===== config.mk =====
export PLATFORM = sky130hd
export DESIGN_NAME = command_driven_motor_pwm_controller_flat
export DESIGN_NICKNAME = d
export VERILOG_FILES = /design/src/design/cdmpc_pkg.sv /design/src/design/cdmpc_cmd_if.sv /design/src/design/cdmpc_res_if.sv /design/src/design/command_driven_motor_pwm_controller.sv /design/src/design/cdmpc_tick.sv /design/src/flat_wrapper.sv
export VERILOG_INCLUDE_DIRS = /design/src /design/src/design
export SDC_FILE = /design/constraint.sdc
export NUM_CORES = 1
export LEC_CHECK = 0
export ABC_AREA = 1
export BUFFER_PORTS_ARGS = -buffer_cell sky130_fd_sc_hd__buf_4
export CORE_MARGIN = 1.5
export CORE_UTILIZATION = 65
export CTS_CLUSTER_DIAMETER = 50
export DETAILED_ROUTE_END_ITERATION = 12
export GPL_ROUTABILITY_DRIVEN = 0
export PLACE_DENSITY = 0.89
export SETUP_SLACK_MARGIN = 0.5
export SLEW_MARGIN = 0
export SYNTH_ARGS = -nofsm -noshare
export SYNTH_HDL_FRONTEND = slang
export SYNTH_SLANG_ARGS = --single-unit

===== constraint.sdc =====
create_clock -name clk -period 7.2 [get_ports clk]
set_input_delay 1.08 -clock clk [delete_from_list [all_inputs] [get_ports clk]]
set_output_delay 1.08 -clock clk [all_outputs]
set_load 0.005 [all_outputs]

===== src/design/command_driven_motor_pwm_controller_defines.svh =====
// ----------------------------------------------------------------------------
// Assertion macros for the motor PWM controller
// Shared concurrent-assertion shorthands clocked on clk, disabled in rst.
// ----------------------------------------------------------------------------
`ifndef COMMAND_DRIVEN_MOTOR_PWM_CONTROLLER_DEFINES_SVH
`define COMMAND_DRIVEN_MOTOR_PWM_CONTROLLER_DEFINES_SVH

// Same-cycle implication.
`define CDMPC_ASSERT_NOW(label, cond, conseq, msg) \
  label: assert property (@(posedge clk) disable iff (rst) (cond) |-> (conseq)) \
    else $error(msg);

// Next-cycle implication.
`define CDMPC_ASSERT_NEXT(label, cond, conseq, msg) \
  label: assert property (@(posedge clk) disable iff (rst) (cond) |=> (conseq)) \
    else $error(msg);

`endif


===== src/design/cdmpc_pkg.sv =====
// ----------------------------------------------------------------------------
// cdmpc_pkg
// Command codes, register indexes, reset values and shared types.
// ----------------------------------------------------------------------------
package cdmpc_pkg;

  localparam int COUNT_WIDTH_DEF = 8;
  localparam int REG_W = 8;

  localparam logic [7:0] CMD_FWD   = 8'h30;
  localparam logic [7:0] CMD_BACK  = 8'h31;
  localparam logic [7:0] CMD_TUR_L = 8'h34;
  localparam logic [7:0] CMD_TUR_R = 8'h35;
  localparam logic [7:0] CMD_FIRE  = 8'h36;
  localparam logic [7:0] CMD_UP    = 8'h37;
  localparam logic [7:0] CMD_DOWN  = 8'h38;

  typedef logic [1:0] reg_index_t;

  localparam reg_index_t REG_PWM_PERIOD      = 2'd0;
  localparam reg_index_t REG_DRIVE_THRESHOLD = 2'd1;
  localparam reg_index_t REG_ELEVATION_MAX   = 2'd2;
  localparam reg_index_t REG_FIRE_PULSE_LEN  = 2'd3;

  localparam logic [REG_W-1:0] PWM_PERIOD_RST      = 8'd100;
  localparam logic [REG_W-1:0] DRIVE_THRESHOLD_RST = 8'd50;
  localparam logic [REG_W-1:0] ELEVATION_MAX_RST   = 8'd30;
  localparam logic [REG_W-1:0] FIRE_PULSE_LEN_RST  = 8'd30;

  typedef struct packed {
    logic [REG_W-1:0] pwm_period;
    logic [REG_W-1:0] drive_threshold;
    logic [REG_W-1:0] elevation_max;
    logic [REG_W-1:0] fire_pulse_len;
  } cfg_t;

  typedef struct packed {
    logic fire;
    logic elevation;
    logic drive;
  } pwm_levels_t;

endpackage


===== src/design/cdmpc_cmd_if.sv =====
// ----------------------------------------------------------------------------
// cdmpc_cmd_if
// Input channel: a command byte or a timer tick per request.
// ----------------------------------------------------------------------------
interface cdmpc_cmd_if;
  logic       valid;
  logic       ready;
  logic       kind;
  logic [7:0] cmd_byte;

  modport source (output valid, output kind, output cmd_byte, input ready);
  modport sink   (input valid, input kind, input cmd_byte, output ready);
endinterface


===== src/design/cdmpc_res_if.sv =====
// ----------------------------------------------------------------------------
// cdmpc_res_if
// Result channel: bridge pins, PWM levels and the echoed byte.
// ----------------------------------------------------------------------------
interface cdmpc_res_if;
  logic       valid;
  logic       ready;
  logic       left_a;
  logic       left_b;
  logic       right_a;
  logic       right_b;
  logic       turret_a;
  logic       turret_b;
  logic       drive_pwm;
  logic       elevation_pwm;
  logic       fire_pwm;
  logic       echo_valid;
  logic [7:0] echo_byte;

  modport source (
    output valid, output left_a, output left_b, output right_a, output right_b,
    output turret_a, output turret_b, output drive_pwm, output elevation_pwm,
    output fire_pwm, output echo_valid, output echo_byte, input ready
  );
  modport sink (
    input valid, input left_a, input left_b, input right_a, input right_b,
    input turret_a, input turret_b, input drive_pwm, input elevation_pwm,
    input fire_pwm, input echo_valid, input echo_byte, output ready
  );
endinterface


===== src/design/command_driven_motor_pwm_controller.sv =====
// ----------------------------------------------------------------------------
// command_driven_motor_pwm_controller
// Decodes command bytes into H-bridge pins and runs three tick-driven PWMs.
// ----------------------------------------------------------------------------
// Channel  Dir  Payload                                         Accepted when
// cmd      in   kind, cmd_byte                                  valid && ready
// res      out  bridge pins, three PWM levels, echo_valid/byte  valid && ready
// wr       in   wr_index, wr_data                               wr_en
//
// The result of a request is registered on the edge that
// accepts it. The only stage is the result register, so a new request is taken
// every cycle while res is drained. A stall on res holds the result and drops
// cmd.ready. Reset is synchronous, clears all counters and the stored command,
// and loads the register defaults.
// ----------------------------------------------------------------------------
`include "command_driven_motor_pwm_controller_defines.svh"

module command_driven_motor_pwm_controller #(
  parameter int COUNT_WIDTH = cdmpc_pkg::COUNT_WIDTH_DEF
) (
  input  logic                  clk,
  input  logic                  rst,
  cdmpc_cmd_if.sink             cmd,
  cdmpc_res_if.source           res,
  input  logic                  wr_en,
  input  cdmpc_pkg::reg_index_t wr_index,
  input  logic [7:0]            wr_data
);
  import cdmpc_pkg::*;

  cfg_t                   cfg;
  logic [7:0]             command;
  logic [COUNT_WIDTH-1:0] phase;
  logic [COUNT_WIDTH-1:0] elevation_duty;
  logic [COUNT_WIDTH-1:0] fire_duty;
  pwm_levels_t            levels;

  logic [COUNT_WIDTH-1:0] phase_next;
  logic [COUNT_WIDTH-1:0] elevation_duty_next;
  logic [COUNT_WIDTH-1:0] fire_duty_next;
  pwm_levels_t            levels_next;
  pwm_levels_t            levels_out;
  logic [7:0]             command_next;
  logic                   accept;

  assign cmd.ready = !res.valid || res.ready;
  assign accept    = cmd.valid && cmd.ready;

  cdmpc_tick #(.COUNT_WIDTH(COUNT_WIDTH)) u_tick (
    .cfg                 (cfg),
    .command             (command),
    .phase               (phase),
    .elevation_duty      (elevation_duty),
    .fire_duty           (fire_duty),
    .phase_next          (phase_next),
    .elevation_duty_next (elevation_duty_next),
    .fire_duty_next      (fire_duty_next),
    .levels              (levels_next)
  );

  always_comb begin
    command_next = cmd.kind ? command : cmd.cmd_byte;
    levels_out   = cmd.kind ? levels_next : levels;
  end

  always_ff @(posedge clk) begin
    if (rst) begin
      cfg.pwm_period      <= PWM_PERIOD_RST;
      cfg.drive_threshold <= DRIVE_THRESHOLD_RST;
      cfg.elevation_max   <= ELEVATION_MAX_RST;
      cfg.fire_pulse_len  <= FIRE_PULSE_LEN_RST;
    end else if (wr_en) begin
      unique case (wr_index)
        REG_PWM_PERIOD:      cfg.pwm_period      <= wr_data;
        REG_DRIVE_THRESHOLD: cfg.drive_threshold <= wr_data;
        REG_ELEVATION_MAX:   cfg.elevation_max   <= wr_data;
        REG_FIRE_PULSE_LEN:  cfg.fire_pulse_len  <= wr_data;
        default:             cfg.pwm_period      <= cfg.pwm_period;
      endcase
    end
  end

  always_ff @(posedge clk) begin
    if (rst) begin
      command        <= '0;
      phase          <= '0;
      elevation_duty <= '0;
      fire_duty      <= '0;
      levels         <= '0;
    end else if (accept) begin
      command <= command_next;
      if (cmd.kind) begin
        phase          <= phase_next;
        elevation_duty <= elevation_duty_next;
        fire_duty      <= fire_duty_next;
        levels         <= levels_next;
      end
    end
  end

  always_ff @(posedge clk) begin
    if (rst) begin
      res.valid <= 1'b0;
    end else if (accept) begin
      res.valid <= 1'b1;
    end else if (res.ready) begin
      res.valid <= 1'b0;
    end
  end

  always_ff @(posedge clk) begin
    if (accept) begin
      res.left_a        <= command_next == CMD_FWD;
      res.left_b        <= command_next == CMD_BACK;
      res.right_a       <= command_next == CMD_FWD;
      res.right_b       <= command_next == CMD_BACK;
      res.turret_a      <= command_next == CMD_TUR_L;
      res.turret_b      <= command_next == CMD_TUR_R;
      res.drive_pwm     <= levels_out.drive;
      res.elevation_pwm <= levels_out.elevation;
      res.fire_pwm      <= levels_out.fire;
      res.echo_valid    <= !cmd.kind;
      res.echo_byte     <= cmd.kind ? 8'd0 : cmd.cmd_byte;
    end
  end

  `CDMPC_ASSERT_NEXT(a_echo_on_command, accept && !cmd.kind,
    res.valid && res.echo_valid && res.echo_byte == $past(cmd.cmd_byte),
    "command request did not produce its echo")
  `CDMPC_ASSERT_NEXT(a_no_echo_on_tick, accept && cmd.kind,
    res.valid && !res.echo_valid && res.echo_byte == 8'd0,
    "tick request produced an echo")
  `CDMPC_ASSERT_NEXT(a_levels_hold_on_command, accept && !cmd.kind,
    levels == $past(levels) && phase == $past(phase),
    "command request disturbed the PWM state")
  `CDMPC_ASSERT_NOW(a_bridge_exclusive, res.valid,
    !(res.left_a && res.left_b) && !(res.turret_a && res.turret_b),
    "bridge driven both ways")

endmodule


===== src/design/cdmpc_tick.sv =====
// ----------------------------------------------------------------------------
// cdmpc_tick
// Next phase, ramped elevation duty, fire duty and PWM levels for one tick.
// ----------------------------------------------------------------------------
module cdmpc_tick #(
  parameter int COUNT_WIDTH = cdmpc_pkg::COUNT_WIDTH_DEF
) (
  input  cdmpc_pkg::cfg_t          cfg,
  input  logic [7:0]               command,
  input  logic [COUNT_WIDTH-1:0]   phase,
  input  logic [COUNT_WIDTH-1:0]   elevation_duty,
  input  logic [COUNT_WIDTH-1:0]   fire_duty,
  output logic [COUNT_WIDTH-1:0]   phase_next,
  output logic [COUNT_WIDTH-1:0]   elevation_duty_next,
  output logic [COUNT_WIDTH-1:0]   fire_duty_next,
  output cdmpc_pkg::pwm_levels_t   levels
);
  import cdmpc_pkg::*;

  localparam int EXT_W = (COUNT_WIDTH > REG_W) ? COUNT_WIDTH : REG_W;
  localparam logic [COUNT_WIDTH-1:0] CNT_MAX = {COUNT_WIDTH{1'b1}};
  localparam logic [EXT_W-1:0] CNT_MAX_EXT = EXT_W'(CNT_MAX);

  // Clamp an 8-bit register value into the counter range.
  function automatic logic [COUNT_WIDTH-1:0] sat_reg(input logic [REG_W-1:0] v);
    logic [EXT_W-1:0] ext;
    ext = EXT_W'(v);
    if (ext > CNT_MAX_EXT) begin
      return CNT_MAX;
    end
    return ext[COUNT_WIDTH-1:0];
  endfunction

  logic [COUNT_WIDTH-1:0] phase_inc;
  logic [COUNT_WIDTH-1:0] fire_load;

  always_comb begin
    phase_inc = phase + COUNT_WIDTH'(1);
    if (EXT_W'(phase_inc) >= EXT_W'(cfg.pwm_period)) begin
      phase_next = '0;
    end else begin
      phase_next = phase_inc;
    end

    levels.drive     = EXT_W'(phase_next) <= EXT_W'(cfg.drive_threshold);
    levels.elevation = phase_next < elevation_duty;

    elevation_duty_next = elevation_duty;
    if (command == CMD_UP) begin
      if (EXT_W'(elevation_duty) >= EXT_W'(cfg.elevation_max)) begin
        elevation_duty_next = sat_reg(cfg.elevation_max);
      end else if (elevation_duty != CNT_MAX) begin
        elevation_duty_next = elevation_duty + COUNT_WIDTH'(1);
      end
    end else if (command == CMD_DOWN) begin
      if (elevation_duty != '0) begin
        elevation_duty_next = elevation_duty - COUNT_WIDTH'(1);
      end
    end

    // The fire command reloads first; the decay then applies to the reload.
    fire_load = (command == CMD_FIRE) ? sat_reg(cfg.fire_pulse_len) : fire_duty;
    levels.fire = phase_next < fire_load;
    fire_duty_next = levels.fire ? fire_load - COUNT_WIDTH'(1) : fire_load;
  end

endmodule

===== src/flat_wrapper.sv =====
// flat-port wrapper written by rule: the top's interface ports become plain ports
module command_driven_motor_pwm_controller_flat import cdmpc_pkg::*;
#(
  parameter int COUNT_WIDTH = cdmpc_pkg::COUNT_WIDTH_DEF
)
  (clk, rst, wr_en, wr_index, wr_data, cmd_valid, cmd_kind, cmd_cmd_byte, cmd_ready, res_valid, res_left_a, res_left_b, res_right_a, res_right_b, res_turret_a, res_turret_b, res_drive_pwm, res_elevation_pwm, res_fire_pwm, res_echo_valid, res_echo_byte, res_ready);
  cdmpc_cmd_if cmd_i ();
  cdmpc_res_if res_i ();
  input  logic clk;
  input  logic rst;
  input  logic wr_en;
  input  cdmpc_pkg::reg_index_t wr_index;
  input  logic [7:0] wr_data;
  input wire logic [$bits(cmd_i.valid)-1:0] cmd_valid;
  input wire logic [$bits(cmd_i.kind)-1:0] cmd_kind;
  input wire logic [$bits(cmd_i.cmd_byte)-1:0] cmd_cmd_byte;
  output wire logic [$bits(cmd_i.ready)-1:0] cmd_ready;
  output wire logic [$bits(res_i.valid)-1:0] res_valid;
  output wire logic [$bits(res_i.left_a)-1:0] res_left_a;
  output wire logic [$bits(res_i.left_b)-1:0] res_left_b;
  output wire logic [$bits(res_i.right_a)-1:0] res_right_a;
  output wire logic [$bits(res_i.right_b)-1:0] res_right_b;
  output wire logic [$bits(res_i.turret_a)-1:0] res_turret_a;
  output wire logic [$bits(res_i.turret_b)-1:0] res_turret_b;
  output wire logic [$bits(res_i.drive_pwm)-1:0] res_drive_pwm;
  output wire logic [$bits(res_i.elevation_pwm)-1:0] res_elevation_pwm;
  output wire logic [$bits(res_i.fire_pwm)-1:0] res_fire_pwm;
  output wire logic [$bits(res_i.echo_valid)-1:0] res_echo_valid;
  output wire logic [$bits(res_i.echo_byte)-1:0] res_echo_byte;
  input wire logic [$bits(res_i.ready)-1:0] res_ready;
  assign cmd_i.valid = cmd_valid;
  assign cmd_i.kind = cmd_kind;
  assign cmd_i.cmd_byte = cmd_cmd_byte;
  assign cmd_ready = cmd_i.ready;
  assign res_valid = res_i.valid;
  assign res_left_a = res_i.left_a;
  assign res_left_b = res_i.left_b;
  assign res_right_a = res_i.right_a;
  assign res_right_b = res_i.right_b;
  assign res_turret_a = res_i.turret_a;
  assign res_turret_b = res_i.turret_b;
  assign res_drive_pwm = res_i.drive_pwm;
  assign res_elevation_pwm = res_i.elevation_pwm;
  assign res_fire_pwm = res_i.fire_pwm;
  assign res_echo_valid = res_i.echo_valid;
  assign res_echo_byte = res_i.echo_byte;
  assign res_i.ready = res_ready;
  command_driven_motor_pwm_controller #(.COUNT_WIDTH(COUNT_WIDTH)) u_core (.clk(clk), .rst(rst), .cmd(cmd_i), .res(res_i), .wr_en(wr_en), .wr_index(wr_index), .wr_data(wr_data));
endmodule

==> flow_summary.yaml, run 1 <==
layout:
  seq_area_um2: 1840
  area_growth_pct: 11.6
  nets: 768
  multiInputGateArea_um2: 2630
  diodes: 0
  drive_gt1_frac: 0.115
  fillers: 535
synthesis:
  ys_seq_area_frac: 0.372
  synth_area_per_cell_um2: 7.43
  synth.area.top_cells: "dfxtp_1 28%, ha_1 11%, nand2_1 9.9%"
  synthCells: 666
  synthFlopType: "dfxtp_1"
  ys_types: 41
  synth_edf_count: 16
  synth.net_count: 733
  yosysWarnings: 0
  post-synth-top-area-cell: "dfxtp_1"
  syn_area_um2: 4950
  async_flop_share: 0
  yosys.area.top_type_share: 0.275
  ys_ff_latch: 84
routing:
  first_pass_iters: 5
  vias: 4648
  final_antenna_net_count: 0
  drt_iter0_drc: 381
  wl_per_cell_um: 14.6
  drcViolationCount: 0
  routed_wl_um: 11700
  via_per_inst: 5.77
power:
  powerDensity_nw_per_um2: 205
  total_power_w: 0.00113
  power.leakage_nw: 2.69
  ir_drop_v: 0.000145
floorplanning:
  fp.coreArea_um2: 7290
  io_pins: 44
  die-area_um2: 8150
  die_h_um: 90.3
  fp-row-count: 31
  die_w_um: 90.3
  start_util: 0.679
hold_path:
  hold_class: "reg2reg"
clocking:
  clk-insertion-delay-late_ns: 0.36
  htreeDepth: 3
  clk_pin_slew_ns: 0.08
  cts.sinks: 84
  cts_resized: 0
  cts_tree: "built"
  numCtsBuffers: 9
  cts_max_path_buffers: 2
  cts-root-buf: "clkbuf_8"
  cts_hold_buffers: 0
  postCtsSetupBuffers: 0
grt:
  grt_usage: 0.299
  grt_max_degree: 44
  grt_overflow_total: 0
  grt_pass1_vias: 4355
  grt_first_pass_wirelength_um: 19700
  antenna_found_initial: 0
sta:
  setup_viol: 0
  final.period_utilization: 0.552
  slew_violations: 0
  worstMarginPinSlew_ns: 0.813
  slew_headroom: 0.454
  fmaxAchievable_ghz: 0.252
  grt_setup_unrepaired: "false"
  hold_viol_final: 0
  final.setup.tns_ns: 0
  clock_skew_ns: 0.00653
  holdWs_ns: 0.468
  min_period_ns: 3.97
critical_path:
  cp-end-kind: "flip-flop"
  required_ns: 7.51
  crit_arrival_ns: 4.28
  crit_type: "reg2reg"
  start_kind: "flip-flop"
  critPathMaxFanout: 11
placed_design:
  dp_hpwl_um: 8660
  port_buffers: 43
run:
  maxCapViolCount: 0
run_status:
  status: "finished clean"
-- worst paths after layout --
kind,from,endpoint,slack (ns),cells past startpoint
worst min-delay path,u_core.cfg[25],u_core.cfg[25],0.47,2
worst max-delay path,u_core.phase[0],u_core.fire_duty[3],3.23,20
worst max register to register,u_core.phase[0],u_core.fire_duty[3],3.23,20
worst min register to register,u_core.cfg[25],u_core.cfg[25],0.47,2
-- cells in the final DEF, fill, tap and decap left out, types with 4 or more instances in the layout --
master / count
nand3b_1: 5
nand4_1: 5
nand2_2: 5
edfxtp_1: 16
inv_2: 4
nand3_1: 28
a21oi_1: 60
nor2_1: 59
a31oi_1: 5
buf_4: 45
o21ai_1: 11
nand2_1: 131
o21ai_0: 42
ha_1: 43
nor3_1: 9
inv_1: 93
xor2_1: 13
dfxtp_1: 68
o211ai_1: 15
clkbuf_8: 9
o21ai_2: 4
-- synth_stat cells (2+ instances only) --
master,n
inv_1,93
nand3b_1,5
nor4_1,3
nor2_2,3
inv_2,4
o21ai_4,2
nand4_1,5
nor3_1,9
a21oi_1,60
nor2_1,59
buf_6,2
xnor2_1,2
xor2_1,13
buf_4,2
ha_1,43
nand2_1,131
o21a_1,3
nand3_1,28
o22ai_1,3
nand2_2,5
o21ai_2,4
o21ai_1,11
a211oi_1,2
dfxtp_1,68
o21ai_0,42
buf_2,3
edfxtp_1,16
clkbuf_1,14
o211ai_1,15
a31oi_1,5
-- per-stage QoR --
| stage | cells | utilization | setup WS (ns) | area, um^2 |
|---|---|---|---|---|
| 6_report | 805 | 0.757 | 3.23 | 5520 |
| 5_1_grt | 805 | 0.757 | 2.91 | 5520 |
| 4_1_cts | 805 | 0.757 | 3.30 | 5520 |
| 3_5_place_dp | 789 | 0.728 | 3.33 | 5310 |
| 3_3_place_gp | 789 | 0.728 | 3.56 | 5310 |
| 2_1_floorplan | 666 | - | 3.85 | 4950 |
-- sequential cells by signal, summed over array words and instances (netlist names), 3 cells and up --
name and count:
u_core.cfg 32, u_core.command 8, u_core.elevation_duty 8, u_core.fire_duty 8, u_core.levels 3, u_core.phase 8
u_core.res.echo_byte 8
-- cell type report --
class                           instances  area share
Multi-Input combinational cell        463       0.477
Sequential cell                        84       0.334
Inverter                               98      0.0666
Timing Repair Buffer                   45      0.0612
Clock buffer                           10      0.0231
Tap cell                               99      0.0224
Clock inverter                          6      0.0161
-- metal layers --
layer | part of all wire | track usage | up-vias
li1 | - | - | 2267
met1 | 0.42 | 0.387 | 2129
met2 | 0.48 | 0.484 | 206
met3 | 0.061 | 0.0455 | 46
met4 | 0.036 | 0.151 | 0
met5 | 0 | 0 | -
-- cell families (layout without fill, tap and decap cells) --
family	count (synthesis)	in the layout	synth area share
compound gates	154	154	0.181
xor+xnor	15	15	0.0265
fa+ha+maj	43	43	0.109
buf+inv	119	159	0.0956
flops	84	84	0.372
simple gates	251	251	0.216
-- worst max-delay path: stages (launching register included) --
cell,delay (ns)
dfxtp_1,0.40
nand3_1,0.13
nand3b_1,0.21
nand3b_1,0.19
xor2_1,0.18
inv_1,0.06
ha_1,0.30
a21o_1,0.19
nor2_1,0.13
nand3_1,0.20
nor2_1,0.35
ha_1,0.32
a21oi_1,0.14
nor2_1,0.06
a211oi_2,0.45
nand2_2,0.26
inv_1,0.13
nand2_1,0.05
nand3_1,0.06
nand2_1,0.05
inv_1,0.05
-- power by group --
part,internal [W],switching [W],leakage (nW)
Combinational,0.0000897,0.000151,1.87
Sequential,0.000508,0.0000149,0.717
Clock,0.000195,0.000174,0.104
(Power assumes the default switching activity.)
==> run 2: changes to the inputs <==
CORE_UTILIZATION = 60   (was 65)
PLACE_DENSITY = 0.83   (was 0.89)
clock period = 3.8 ns   (was 7.2 ns; I/O delays follow)
==> flow_summary.yaml, run 2 (synthesis gave the netlist of run 1 again) <==
layout:
  diodes: 0
  top_register: "u_core.cfg"
  final_cells: 830
  largest_reg_flops: 32
  nets: 790
  final_common_cell: "nand2_1"
  area_growth_pct: 21.5
  final_cell_mix: "121 x nand2_1, 89 x inv_1, 65 x dfxtp_1"
  drive_gt1_frac: 0.207
power:
  power.leakage_nw: 2.84
  comb_power_share: 0.257
  total_power_w: 0.00228
  p_int_w: 0.00155
  powerDensity_nw_per_um2: 379
  power.share.clock: 0.307
  seq_power_share: 0.436
  p_sw_w: 0.000727
  ir_drop_v: 0.000302
  sw_frac_of_total: 0.319
run_status:
  status: "finished clean"
placed_design:
  port_buffers: 43
  dp.cells: 793
  dp_hpwl_um: 8420
grt:
  use_met3: 0.0461
  grt_overflow_total: 0
  grt_max_degree: 54
  grt_pass1_vias: 4286
  antenna_found_initial: 0
  grt_usage: 0.281
  gr-max-usage-layer: "met2"
  grtUsageMet1: 0.357
  grt_util_met2: 0.475
  grt_first_pass_wirelength_um: 19400
sta:
  min_period_ns: 3.70
  clock_skew_ns: 0.0171
  grt_setup_unrepaired: "true"
  slew_headroom: 0.440
  fmaxAchievable_ghz: 0.271
  final.setup.tns_ns: 0
  worstMarginPinSlew_ns: 0.834
  hold_viol_final: 0
  final.period_utilization: 0.973
  slew_violations: 0
  setup_viol: 0
routing:
  drcViolationCount: 0
  first_pass_iters: 5
  vias: 4929
  via_per_inst: 5.94
  final_antenna_net_count: 0
  routed_wl_um: 13900
  wl_per_cell_um: 16.7
  drt_iter0_drc: 530
floorplanning:
  die-area_um2: 8800
  die_h_um: 93.8
  io_pins: 44
  die_w_um: 93.8
  fp.coreArea_um2: 7850
  start_util: 0.631
  fp-row-count: 32
clocking:
  cts-root-buf: "clkbuf_8"
  cts_tree: "built"
  numCtsBuffers: 9
  htreeDepth: 3
  clk-insertion-delay-late_ns: 0.37
  clk_pin_slew_ns: 0.10
  cts_max_path_buffers: 2
  cts_hold_buffers: 0
  cts.sinks: 84
critical_path:
  required_ns: 3.92
  start_kind: "flip-flop"
  cp_cell_sequence: "ha_1 > nand2_1 > inv_1 > nand4_1 > xor2_2 > inv_1 > ha_1 > nand2_4 > nor2_4 > nand2_2 > nand3_4 > buf_12 > nor2_4 > buf_4 > ha_1 > nand2_2 > nor2_2 > nand2_1 > o211ai_1 > o211ai_1 > o21a_1"
  crit_type: "reg2reg"
  max_stage_delay_ns: 0.39
  crit_arrival_ns: 3.82
  worst_r2r_path_depth: 21
  rrSetupSlack_ns: 0.10
  worst_path_most_repeated_cell: "ha_1"
  critPathMaxFanout: 4
  critPathSlowestCell: "dfxtp_2"
  cp-end-kind: "flip-flop"
hold_path:
  holdPathStages: 3
  hold_class: "in2reg"
run:
  maxCapViolCount: 0
[run 2: power by group through the flow]
stage / sequential, W / clock [W] / combinational, W
2_1_floorplan: 0.00101 / 0 / 0.000334
6_report: 0.000994 / 0.000700 / 0.000587
3_5_place_dp: 0.00101 / 0 / 0.000445
5_1_grt: 0.000998 / 0.000733 / 0.000637
3_3_place_gp: 0.00101 / 0 / 0.000426
4_1_cts: 0.000991 / 0.000688 / 0.000471
[run 2: critical path: cells and delay by family (launching register included)]
kind / cells / cell delay [ns]
fa+ha+maj: 3 / 0.84
simple gates: 10 / 1.03
compound gates: 3 / 0.41
flops: 1 / 0.39
buf+inv: 4 / 0.48
xor+xnor: 1 / 0.28
[run 2: repair_timing]
item                       4_1_cts  5_1_grt
pin swaps                        9       18
gates resized for setup         14       44
gates cloned                     0        1
setup endpoints to repair       13       14
buffers inserted                 9       11
[run 2: layer usage]
metal	wire length, um	part of all wire
met4	595	0.043
met1	5550	0.40
met2	6600	0.48
met5	0	0
met3	1140	0.082
[run 2: cell type report]
cell class | count | area, um^2
inverters | 98 | 368
repair buffers | 66 | 527
well taps | 102 | 128
clock inverters | 6 | 80.1
clock buffers | 10 | 128
flip-flops and latches | 84 | 1850
multi-input cells | 464 | 2930
fillers | 519 | 1840
[run 2: per-stage QoR]
step | area, um^2 | setup slack (ns) | util | hold slack (ns)
finish | 6010 | 0.103 | 0.766 | 0.454
global route | 6010 | 0.00857 | 0.766 | 0.463
CTS | 5700 | 0.498 | 0.727 | 0.459
detailed placement | 5380 | 0.267 | 0.685 | 0.462
global placement | 5380 | 0.369 | 0.685 | 0.455
floorplan | 5010 | 0.512 | - | 0.430
[run 2: path summary, 6_finish.rpt]
path,to,from
setup reg to reg,u_core.res.drive_pwm,u_core.phase[1]
setup / recovery,u_core.res.drive_pwm,u_core.phase[1]
hold / removal,u_core.cfg[1],wr_data[1]
hold reg to reg,u_core.cfg[18],u_core.cfg[18]
